==> src/cbdt_pkg.sv <==
`timescale 1ns / 1ps
package cbdt_pkg;

  // default coordinate width, sizes carry one extra bit
  localparam int COORD_BITS_DEF = 12;

  // entries in the queue between classifier and accumulator
  localparam int QUEUE_DEPTH_DEF = 2;

  // pixel total width, saturating
  localparam int PIX_BITS = 32;

  // configuration register map
  localparam int CFG_IDX_BITS = 2;
  localparam logic [CFG_IDX_BITS-1:0] REG_DEST_WIDTH  = 2'd0;
  localparam logic [CFG_IDX_BITS-1:0] REG_DEST_HEIGHT = 2'd1;

  // classified item: start, copied, four corners, clipped width and height
  function automatic int item_bits(input int coord_bits);
    return 2 + 4 * coord_bits + 2 * (coord_bits + 1);
  endfunction

endpackage

==> src/cbdt_front.sv <==
`timescale 1ns / 1ps
module cbdt_front #(
  parameter int COORD_BITS = cbdt_pkg::COORD_BITS_DEF
) (
  input  logic                               clk,
  input  logic                               rst,
  input  logic                               req_valid,
  output logic                               req_stall,
  input  logic                               start_frame,
  input  logic                               damage_touched,
  input  logic [COORD_BITS-1:0]              dmg_left,
  input  logic [COORD_BITS-1:0]              dmg_top,
  input  logic [COORD_BITS-1:0]              dmg_right,
  input  logic [COORD_BITS-1:0]              dmg_bottom,
  input  logic [COORD_BITS:0]                source_width,
  input  logic [COORD_BITS:0]                source_height,
  input  logic [COORD_BITS-1:0]              offset_x,
  input  logic [COORD_BITS-1:0]              offset_y,
  input  logic [COORD_BITS:0]                dest_width,
  input  logic [COORD_BITS:0]                dest_height,
  output logic                               item_valid,
  input  logic                               item_full,
  output logic [cbdt_pkg::item_bits(COORD_BITS)-1:0] item_data
);
  import cbdt_pkg::*;

  localparam int CB = COORD_BITS;
  localparam int SB = COORD_BITS + 1;
  localparam int IB = item_bits(COORD_BITS);
  localparam logic [SB-1:0] DEST_LIMIT = {1'b1, {CB{1'b0}}};
  localparam logic [SB-1:0] ONE = {{CB{1'b0}}, 1'b1};

  logic [SB-1:0] dw_eff, dh_eff;
  logic [SB-1:0] sw_m1, sh_m1;
  logic [CB-1:0] x1, y1, x2, y2;
  logic [SB-1:0] cw, ch, pos_x, pos_y, room_x, room_y, cw_c, ch_c;
  logic [SB-1:0] right_full, bottom_full;
  logic          copy;
  logic [IB-1:0] item_next;
  logic          fv;
  logic [IB-1:0] item;

  always_comb begin
    dw_eff = (dest_width > DEST_LIMIT) ? DEST_LIMIT : dest_width;
    dh_eff = (dest_height > DEST_LIMIT) ? DEST_LIMIT : dest_height;
    sw_m1  = source_width - ONE;
    sh_m1  = source_height - ONE;
    // clamp corners into the source
    x1 = ({1'b0, dmg_left} < source_width) ? dmg_left : sw_m1[CB-1:0];
    x2 = ({1'b0, dmg_right} < source_width) ? dmg_right : sw_m1[CB-1:0];
    y1 = ({1'b0, dmg_top} < source_height) ? dmg_top : sh_m1[CB-1:0];
    y2 = ({1'b0, dmg_bottom} < source_height) ? dmg_bottom : sh_m1[CB-1:0];
    cw = {1'b0, x2} - {1'b0, x1} + ONE;
    ch = {1'b0, y2} - {1'b0, y1} + ONE;
    // clip against the destination, no wrap past the edge
    pos_x  = {1'b0, offset_x} + {1'b0, x1};
    pos_y  = {1'b0, offset_y} + {1'b0, y1};
    room_x = (pos_x < dw_eff) ? dw_eff - pos_x : '0;
    room_y = (pos_y < dh_eff) ? dh_eff - pos_y : '0;
    cw_c   = (cw > room_x) ? room_x : cw;
    ch_c   = (ch > room_y) ? room_y : ch;
    copy = damage_touched && (source_width != '0) && (source_height != '0) &&
           ({1'b0, offset_x} < dw_eff) && ({1'b0, offset_y} < dh_eff) &&
           (x2 >= x1) && (y2 >= y1) && (cw_c != '0) && (ch_c != '0);
    right_full  = pos_x + cw_c - ONE;
    bottom_full = pos_y + ch_c - ONE;
    if (copy) begin
      item_next = {start_frame, 1'b1, pos_x[CB-1:0], pos_y[CB-1:0],
                   right_full[CB-1:0], bottom_full[CB-1:0], cw_c, ch_c};
    end else begin
      item_next = {start_frame, 1'b0, {(IB-2){1'b0}}};
    end
  end

  assign req_stall  = fv && item_full;
  assign item_valid = fv;
  assign item_data  = item;

  always_ff @(posedge clk) begin
    if (rst) begin
      fv <= 1'b0;
    end else if (!req_stall) begin
      fv <= req_valid;
    end
  end

  always_ff @(posedge clk) begin
    if (!req_stall && req_valid) begin
      item <= item_next;
    end
  end

endmodule

==> src/cbdt_queue.sv <==
`timescale 1ns / 1ps
module cbdt_queue #(
  parameter int WIDTH = 8,
  parameter int DEPTH = 2
) (
  input  logic             clk,
  input  logic             rst,
  input  logic             push,
  input  logic [WIDTH-1:0] push_data,
  output logic             full,
  input  logic             pop,
  output logic             not_empty,
  output logic [WIDTH-1:0] pop_data
);

  localparam int PB = (DEPTH > 1) ? $clog2(DEPTH) : 1;
  localparam int CNTB = $clog2(DEPTH + 1);
  localparam logic [PB-1:0] LAST = PB'(DEPTH - 1);
  localparam logic [CNTB-1:0] CNT_FULL = CNTB'(DEPTH);
  localparam logic [CNTB-1:0] CNT_ONE = CNTB'(1);

  logic [WIDTH-1:0] slots [DEPTH];
  logic [PB-1:0]    wr_ptr, rd_ptr;
  logic [CNTB-1:0]  count;
  logic             do_push, do_pop;

  assign full      = (count == CNT_FULL);
  assign not_empty = (count != '0);
  assign do_push   = push && !full;
  assign do_pop    = pop && not_empty;
  assign pop_data  = slots[rd_ptr];

  always_ff @(posedge clk) begin
    if (rst) begin
      wr_ptr <= '0;
      rd_ptr <= '0;
      count  <= '0;
    end else begin
      if (do_push) begin
        wr_ptr <= (wr_ptr == LAST) ? '0 : wr_ptr + 1'b1;
      end
      if (do_pop) begin
        rd_ptr <= (rd_ptr == LAST) ? '0 : rd_ptr + 1'b1;
      end
      if (do_push && !do_pop) begin
        count <= count + CNT_ONE;
      end else if (do_pop && !do_push) begin
        count <= count - CNT_ONE;
      end
    end
  end

  always_ff @(posedge clk) begin
    if (do_push) begin
      slots[wr_ptr] <= push_data;
    end
  end

endmodule

==> src/cbdt_back.sv <==
`timescale 1ns / 1ps
module cbdt_back #(
  parameter int COORD_BITS = cbdt_pkg::COORD_BITS_DEF
) (
  input  logic                  clk,
  input  logic                  rst,
  input  logic                  q_valid,
  output logic                  q_pop,
  input  logic [cbdt_pkg::item_bits(COORD_BITS)-1:0] q_data,
  output logic                  rsp_valid,
  input  logic                  rsp_stall,
  output logic                  copied,
  output logic [COORD_BITS-1:0] blit_left,
  output logic [COORD_BITS-1:0] blit_top,
  output logic [COORD_BITS-1:0] blit_right,
  output logic [COORD_BITS-1:0] blit_bottom,
  output logic                  acc_valid,
  output logic [COORD_BITS-1:0] acc_left,
  output logic [COORD_BITS-1:0] acc_top,
  output logic [COORD_BITS-1:0] acc_right,
  output logic [COORD_BITS-1:0] acc_bottom,
  output logic [cbdt_pkg::PIX_BITS-1:0] acc_pixels
);
  import cbdt_pkg::*;

  localparam int CB = COORD_BITS;
  localparam int SB = COORD_BITS + 1;
  localparam int PW = 2 * SB;

  logic          i_start, i_copied;
  logic [CB-1:0] i_bl, i_bt, i_br, i_bb;
  logic [SB-1:0] i_cw, i_ch;
  logic [PW-1:0] prod;
  logic [PW+PIX_BITS-1:0] prod_ext;

  // multiply stage
  logic                m_v, m_start, m_copied;
  logic [CB-1:0]       m_bl, m_bt, m_br, m_bb;
  logic [PIX_BITS-1:0] m_px;
  logic                m_ready, o_load;

  // output stage and accumulator
  logic                o_v, o_copied;
  logic [CB-1:0]       o_bl, o_bt, o_br, o_bb;
  logic                accum_valid;
  logic [CB-1:0]       accum_left, accum_top, accum_right, accum_bottom;
  logic [PIX_BITS-1:0] accum_pixel_total;

  logic                base_valid;
  logic [CB-1:0]       base_left, base_top, base_right, base_bottom;
  logic [PIX_BITS-1:0] base_total;
  logic [PIX_BITS:0]   sum;
  logic                valid_next;
  logic [CB-1:0]       left_next, top_next, right_next, bottom_next;
  logic [PIX_BITS-1:0] total_next;

  assign {i_start, i_copied, i_bl, i_bt, i_br, i_bb, i_cw, i_ch} = q_data;
  assign prod     = i_cw * i_ch;
  assign prod_ext = {{PIX_BITS{1'b0}}, prod};

  assign o_load  = m_v && (!o_v || !rsp_stall);
  assign m_ready = !m_v || o_load;
  assign q_pop   = q_valid && m_ready;

  always_ff @(posedge clk) begin
    if (rst) begin
      m_v <= 1'b0;
    end else if (m_ready) begin
      m_v <= q_valid;
    end
  end

  always_ff @(posedge clk) begin
    if (q_pop) begin
      m_start  <= i_start;
      m_copied <= i_copied;
      m_bl     <= i_bl;
      m_bt     <= i_bt;
      m_br     <= i_br;
      m_bb     <= i_bb;
      m_px     <= prod_ext[PIX_BITS-1:0];
    end
  end

  always_comb begin
    // start of frame clears the running box before the merge
    base_valid  = m_start ? 1'b0 : accum_valid;
    base_left   = m_start ? '0 : accum_left;
    base_top    = m_start ? '0 : accum_top;
    base_right  = m_start ? '0 : accum_right;
    base_bottom = m_start ? '0 : accum_bottom;
    base_total  = m_start ? '0 : accum_pixel_total;
    sum = {1'b0, base_total} + {1'b0, m_px};
    valid_next  = base_valid;
    left_next   = base_left;
    top_next    = base_top;
    right_next  = base_right;
    bottom_next = base_bottom;
    total_next  = base_total;
    if (m_copied) begin
      valid_next = 1'b1;
      if (!base_valid) begin
        left_next   = m_bl;
        top_next    = m_bt;
        right_next  = m_br;
        bottom_next = m_bb;
        total_next  = m_px;
      end else begin
        left_next   = (m_bl < base_left) ? m_bl : base_left;
        top_next    = (m_bt < base_top) ? m_bt : base_top;
        right_next  = (m_br > base_right) ? m_br : base_right;
        bottom_next = (m_bb > base_bottom) ? m_bb : base_bottom;
        total_next  = sum[PIX_BITS] ? {PIX_BITS{1'b1}} : sum[PIX_BITS-1:0];
      end
    end
  end

  always_ff @(posedge clk) begin
    if (rst) begin
      o_v               <= 1'b0;
      accum_valid       <= 1'b0;
      accum_left        <= '0;
      accum_top         <= '0;
      accum_right       <= '0;
      accum_bottom      <= '0;
      accum_pixel_total <= '0;
    end else begin
      if (!o_v || !rsp_stall) begin
        o_v <= m_v;
      end
      if (o_load) begin
        accum_valid       <= valid_next;
        accum_left        <= left_next;
        accum_top         <= top_next;
        accum_right       <= right_next;
        accum_bottom      <= bottom_next;
        accum_pixel_total <= total_next;
      end
    end
  end

  always_ff @(posedge clk) begin
    if (o_load) begin
      o_copied <= m_copied;
      o_bl     <= m_bl;
      o_bt     <= m_bt;
      o_br     <= m_br;
      o_bb     <= m_bb;
    end
  end

  assign rsp_valid   = o_v;
  assign copied      = o_copied;
  assign blit_left   = o_bl;
  assign blit_top    = o_bt;
  assign blit_right  = o_br;
  assign blit_bottom = o_bb;
  assign acc_valid   = accum_valid;
  assign acc_left    = accum_left;
  assign acc_top     = accum_top;
  assign acc_right   = accum_right;
  assign acc_bottom  = accum_bottom;
  assign acc_pixels  = accum_pixel_total;

  // an empty accumulator carries no box and no pixels
  a_empty_is_zero: assert property (@(posedge clk) disable iff (rst)
    !accum_valid |-> (accum_pixel_total == '0 && accum_left == '0 && accum_right == '0))
    else $error("empty accumulator holds stale values");

  // a held box is never inverted
  a_box_ordered: assert property (@(posedge clk) disable iff (rst)
    accum_valid |-> (accum_left <= accum_right && accum_top <= accum_bottom))
    else $error("accumulated box inverted");

  // a copied rectangle always leaves the accumulator holding damage
  a_copy_sets_valid: assert property (@(posedge clk) disable iff (rst)
    (o_load && m_copied) |=> accum_valid)
    else $error("copied rectangle not merged");

  // a request that copies nothing reports an all-zero rectangle
  a_nocopy_zero: assert property (@(posedge clk) disable iff (rst)
    (o_v && !o_copied) |-> (o_bl == '0 && o_bt == '0 && o_br == '0 && o_bb == '0))
    else $error("empty blit carries coordinates");

endmodule

==> src/clipped_blit_damage_tracker.sv <==
`timescale 1ns / 1ps
// clipped blit damage tracker
// req channel: one blit request per beat (damage rectangle, touched flag,
//   source size, destination offset), taken when req_valid is high and
//   req_stall is low
// rsp channel: exactly one result per request, in order, offered while
//   rsp_valid is high and taken when rsp_stall is low; it holds the written
//   rectangle in destination coordinates and the running bounding box with
//   its saturating pixel total after this request
// cfg channel: dest_width / dest_height writes, cfg_ready is always high;
//   write only while no request is in flight
// throughput: one request per cycle sustained while rsp_stall is low;
//   the classifier, queue, multiply stage and accumulator each move one
//   beat a cycle; the merge is a combinational min/max and saturating add
// a stalled receiver first fills the output register, then the multiply
//   stage and the queue, and only then raises req_stall
// reset: destination size returns to full range, the accumulator clears
//   and all stages empty
module clipped_blit_damage_tracker #(
  parameter int COORD_BITS  = cbdt_pkg::COORD_BITS_DEF,
  parameter int QUEUE_DEPTH = cbdt_pkg::QUEUE_DEPTH_DEF
) (
  input  logic                          clk,
  input  logic                          rst,
  input  logic                          cfg_valid,
  output logic                          cfg_ready,
  input  logic [cbdt_pkg::CFG_IDX_BITS-1:0] cfg_index,
  input  logic [COORD_BITS:0]           cfg_data,
  input  logic                          req_valid,
  output logic                          req_stall,
  input  logic                          start_frame,
  input  logic                          damage_touched,
  input  logic [COORD_BITS-1:0]         dmg_left,
  input  logic [COORD_BITS-1:0]         dmg_top,
  input  logic [COORD_BITS-1:0]         dmg_right,
  input  logic [COORD_BITS-1:0]         dmg_bottom,
  input  logic [COORD_BITS:0]           source_width,
  input  logic [COORD_BITS:0]           source_height,
  input  logic [COORD_BITS-1:0]         offset_x,
  input  logic [COORD_BITS-1:0]         offset_y,
  output logic                          rsp_valid,
  input  logic                          rsp_stall,
  output logic                          copied,
  output logic [COORD_BITS-1:0]         blit_left,
  output logic [COORD_BITS-1:0]         blit_top,
  output logic [COORD_BITS-1:0]         blit_right,
  output logic [COORD_BITS-1:0]         blit_bottom,
  output logic                          acc_valid,
  output logic [COORD_BITS-1:0]         acc_left,
  output logic [COORD_BITS-1:0]         acc_top,
  output logic [COORD_BITS-1:0]         acc_right,
  output logic [COORD_BITS-1:0]         acc_bottom,
  output logic [cbdt_pkg::PIX_BITS-1:0] acc_pixels
);
  import cbdt_pkg::*;

  localparam int IB = item_bits(COORD_BITS);
  // full-range destination after reset
  localparam logic [COORD_BITS:0] DEST_RESET = {1'b1, {COORD_BITS{1'b0}}};

  logic [COORD_BITS:0] dest_width, dest_height;

  // classified items between front and back
  logic          f_valid, q_full, q_valid, q_pop;
  logic [IB-1:0] f_data, q_data;

  assign cfg_ready = 1'b1;

  always_ff @(posedge clk) begin
    if (rst) begin
      dest_width  <= DEST_RESET;
      dest_height <= DEST_RESET;
    end else if (cfg_valid && cfg_ready) begin
      case (cfg_index)
        REG_DEST_WIDTH:  dest_width  <= cfg_data;
        REG_DEST_HEIGHT: dest_height <= cfg_data;
        default: ;
      endcase
    end
  end

  // front: clamp to source, clip to destination, classify
  cbdt_front #(
    .COORD_BITS (COORD_BITS)
  ) u_front (
    .clk            (clk),
    .rst            (rst),
    .req_valid      (req_valid),
    .req_stall      (req_stall),
    .start_frame    (start_frame),
    .damage_touched (damage_touched),
    .dmg_left       (dmg_left),
    .dmg_top        (dmg_top),
    .dmg_right      (dmg_right),
    .dmg_bottom     (dmg_bottom),
    .source_width   (source_width),
    .source_height  (source_height),
    .offset_x       (offset_x),
    .offset_y       (offset_y),
    .dest_width     (dest_width),
    .dest_height    (dest_height),
    .item_valid     (f_valid),
    .item_full      (q_full),
    .item_data      (f_data)
  );

  // short queue decoupling the two halves
  cbdt_queue #(
    .WIDTH (IB),
    .DEPTH (QUEUE_DEPTH)
  ) u_queue (
    .clk       (clk),
    .rst       (rst),
    .push      (f_valid),
    .push_data (f_data),
    .full      (q_full),
    .pop       (q_pop),
    .not_empty (q_valid),
    .pop_data  (q_data)
  );

  // back: pixel count multiply, accumulator merge, output register
  cbdt_back #(
    .COORD_BITS (COORD_BITS)
  ) u_back (
    .clk         (clk),
    .rst         (rst),
    .q_valid     (q_valid),
    .q_pop       (q_pop),
    .q_data      (q_data),
    .rsp_valid   (rsp_valid),
    .rsp_stall   (rsp_stall),
    .copied      (copied),
    .blit_left   (blit_left),
    .blit_top    (blit_top),
    .blit_right  (blit_right),
    .blit_bottom (blit_bottom),
    .acc_valid   (acc_valid),
    .acc_left    (acc_left),
    .acc_top     (acc_top),
    .acc_right   (acc_right),
    .acc_bottom  (acc_bottom),
    .acc_pixels  (acc_pixels)
  );

endmodule

==> config.mk <==
export PLATFORM = sky130hd
export DESIGN_NAME = clipped_blit_damage_tracker
export DESIGN_NICKNAME = d
export VERILOG_FILES = /design/src/cbdt_pkg.sv /design/src/cbdt_front.sv /design/src/cbdt_queue.sv /design/src/cbdt_back.sv /design/src/clipped_blit_damage_tracker.sv
export SDC_FILE = /design/constraint.sdc
export NUM_CORES = 2
export LEC_CHECK = 0
export BUFFER_PORTS_ARGS = -buffer_cell sky130_fd_sc_hd__buf_2
export CAP_MARGIN = 40
export CORE_MARGIN = 2
export CORE_UTILIZATION = 56
export CTS_CLUSTER_SIZE = 40
export DETAILED_ROUTE_END_ITERATION = 10
export GPL_ROUTABILITY_DRIVEN = 0
export PLACE_DENSITY = 0.75
export SYNTH_ARGS = -nofsm -noshare
export SYNTH_HDL_FRONTEND = slang
export SYNTH_SLANG_ARGS = --single-unit
==> constraint.sdc <==
create_clock -name clk -period 28.3 [get_ports clk]
set_input_delay 1.415 -clock clk [delete_from_list [all_inputs] [get_ports clk]]
set_output_delay 1.415 -clock clk [all_outputs]
set_load 0.005 [all_outputs]
==> metrics.yaml <==
status: "finished, final reports clean"
whs_ps: 436
yosysWarningCount: 0
hold_path_class: "flop to flop"
avgSynthCellArea_um2: 10.4
rr_startpoint: "dest_width[12]"
grt_pass1_wl_mm: 122
holdPathEnd: "u_queue.slots[1][52]"
die_h_um: 248
antenna_found_initial: 2
endpoint_kind: "flop"
ys_ff_latch: 468
dr.pass1.iters: 7
async_flop_share_pct: 0
r2r_cells: 34
yosysSeqAreaShare_pct: 38.7
rows: 89
vias: 24144
critPathMostFrequentCell: "a21oi_1"
drtIter0Drc: 1731
fin_crit_sh_pct: 42.6
hold_depth: 0
relSlewSlack_pct: 35.4
rrSetupSlack_ps: 20330
cp_max_fo: 24
clkSinkCount: 468
cts_root_buf: "clkbuf_16"
clkTransAtPathRegs_ps: 60
grt_max_degree: 64
synth-edff-count: 353
cts_setup_buffers: 0
boundaryPins: 253
post_drt_wl_per_cell_um: 18.2
cts_buffer_depth: 3
die_area_um2: 61500
tns_ps: 0
area_delta_synth_final_pct: 11.5
synthFlopType: "edfxtp_1"
post-route-min-period_ps: 12050
cts_tree: "built"
setup_violations: 0
syn_area_um2: 33300
timing_worst_slew_pin_value_ps: 965
slowest_stage: "o31a_1"
dieWidth_um: 248
grt-ovfl-total: 0
cts_resized: 0
grt_pass1_vias: 23307
cts_made_buffers: 49
drive_above_1_share_pct: 14.8
regToRegEndpoint: "u_front.item_data[49]"
start_util_pct: 56.6
final_hold_viol_count: 0
yosys.area.top_type: "edfxtp_1"
portBuffers: 251
htreeDepth: 2
start_kind: "input pin"
synth_top_area_share_pct: 31.8
syn_nets: 3832
grt_setup_unrepaired: "no"
critPathKind: "input pin to flop"
synth_cells: 3193
drcViolationCount: 0
clk_latency_ps: 620
hpwl_mm: 59.2
detail-route-antenna-nets: 0
drv_cap: 0
fin_nets: 4067
vias_per_cell: 5.69
worstPathRequired_ps: 28620
antennaDiodeCount: 0
coreArea_um2: 58900
arrival_ps: 12370
slew_viol_final: 0
grt_usage_pct: 25.0
fin_skew_ps: 34.1
max_freq_mhz: 83.0
ys_types: 78
drt-total-wl_mm: 77.2
slowest_delay_ps: 710
hold_path_startpoint: "u_front.item_data[52]"
ys_top_cells_by_area: "edfxtp_1, ha_1, fa_1"
cts_hold_buf: 0
==> state kept, by name, summed over array words and instances (netlist names), 13 cells and up, named ones only <==
| name | cells |
|---|---|
| u_queue.slots | 152 |
| u_front.item_data | 76 |
| u_back.m_px | 26 |
| u_back.acc_pixels | 32 |
| dest_width | 13 |
| dest_height | 13 |
==> routing by layer <==
layer,vias to the layer above,GRT usage [%],routed length [µm]
met2,843,40.3,35200
met3,137,4.05,5080
met1,11452,34.9,34800
met5,-,0,28
li1,11708,-,-
met4,4,6.73,2090
==> final cells by class <==
| type | instances | area [µm²] |
|---|---|---|
| repair buffers | 282 | 1570 |
| inverters | 320 | 1200 |
| well taps | 773 | 967 |
| clock inverters | 34 | 370 |
| clock buffers | 58 | 1260 |
| flip-flops and latches | 468 | 12900 |
| multi-input cells | 2307 | 18900 |
| fillers | 4716 | 21800 |
==> cells in the mapped netlist (5+ instances only) <==
master and instances:
a211oi_1 17, a21boi_0 5, a21o_1 76, a21oi_1 181
a22o_1 26, a22oi_1 26, a31oi_1 21, and2_1 18
and3_1 9, buf_2 11, clkbuf_1 79, dfxtp_1 115
edfxtp_1 353, fa_1 140, ha_1 379, inv_1 318
mux2_2 121, mux2i_1 53, nand2_1 268, nand2b_1 110
nand3_1 33, nand3b_1 10, nand4_1 18, nor2_1 242
nor2b_1 68, nor3_1 29, nor3b_1 6, nor4_1 10
o2111ai_1 5, o211ai_1 11, o21a_1 29, o21ai_0 94
o21bai_1 22, o221ai_1 18, o22ai_1 10, o31ai_1 8
or2_2 6, or3_1 22, or4_1 9, xnor2_1 98
xor2_1 38
==> logic make-up after synthesis <==
logic type	Yosys count	synth area share, %
XOR/XNOR	139	3.76
flip-flops	468	38.7
AO/OA/AOI/OAI	597	11.7
adder cells (fa/ha/maj)	520	22.7
other	1	0.0113
AND/OR/NAND/NOR	876	12.6
multiplexers	174	5.68
buffers and inverters	418	4.80
==> critical path, delay by kind of cell <==
| kind | cells | cell delay (ps) |
|---|---|---|
| AO/OA/AOI/OAI | 24 | 4920 |
| adder cells (fa/ha/maj) | 8 | 2200 |
| AND/OR/NAND/NOR | 14 | 1490 |
| buffers and inverters | 6 | 910 |
| XOR/XNOR | 3 | 650 |
| multiplexers | 2 | 740 |
==> stage by stage <==
| stage | cell area [µm²] | utilization [%] | cells | setup WS [ps] |
|---|---|---|---|---|
| 2_1_floorplan | 33300 | - | 3193 | 16760 |
| 3_3_place_gp | 35300 | 60.0 | 4139 | 16090 |
| 3_5_place_dp | 35500 | 60.3 | 4150 | 15950 |
| 4_1_cts | 37100 | 63.0 | 4242 | 16460 |
| 5_1_grt | 37100 | 63.0 | 4242 | 15480 |
| 6_report | 37100 | 63.0 | 4242 | 16250 |
==> layout by cell type (no fill, tap or decap), types with 11 or more instances in the layout <==
cell | synthesis | final
edfxtp_1 | 353 | 353
o21a_1 | 29 | 29
a211oi_1 | 17 | 17
a21oi_1 | 181 | 181
a22oi_1 | 26 | 26
ha_1 | 379 | 379
fa_1 | 140 | 140
a21o_1 | 76 | 75
nand4_1 | 18 | 18
nand2b_1 | 110 | 110
buf_4 | 4 | 27
o21ai_0 | 94 | 93
clkbuf_16 | 0 | 49
buf_2 | 11 | 251
inv_1 | 318 | 317
nor2b_1 | 68 | 66
xor2_1 | 38 | 38
o21bai_1 | 22 | 22
dfxtp_1 | 115 | 114
or3_1 | 22 | 22
and2_1 | 18 | 18
mux2i_1 | 53 | 53
a31oi_1 | 21 | 21
o211ai_1 | 11 | 11
mux2_2 | 121 | 121
nor2_1 | 242 | 241
o221ai_1 | 18 | 18
nor3_1 | 29 | 29
a22o_1 | 26 | 26
nand3_1 | 33 | 33
nand2_1 | 268 | 268
xnor2_1 | 98 | 98
==> worst max-delay path by stage <==
stage,start,slack (ps),endpoint,cells after the start
3_5_place_dp,source_width[1],15950,u_front.item_data[49],57
2_1_floorplan,source_width[1],16760,u_front.item_data[49],60
5_1_grt,source_width[1],15480,u_front.item_data[49],57
4_1_cts,source_width[1],16460,u_front.item_data[49],57
6_report,source_width[1],16250,u_front.item_data[49],57
3_3_place_gp,source_width[1],16090,u_front.item_data[49],58
Power is left out: the tool's default activity adds up to more than one toggle a clock period on the data nets, which glitch-free logic cannot reach.
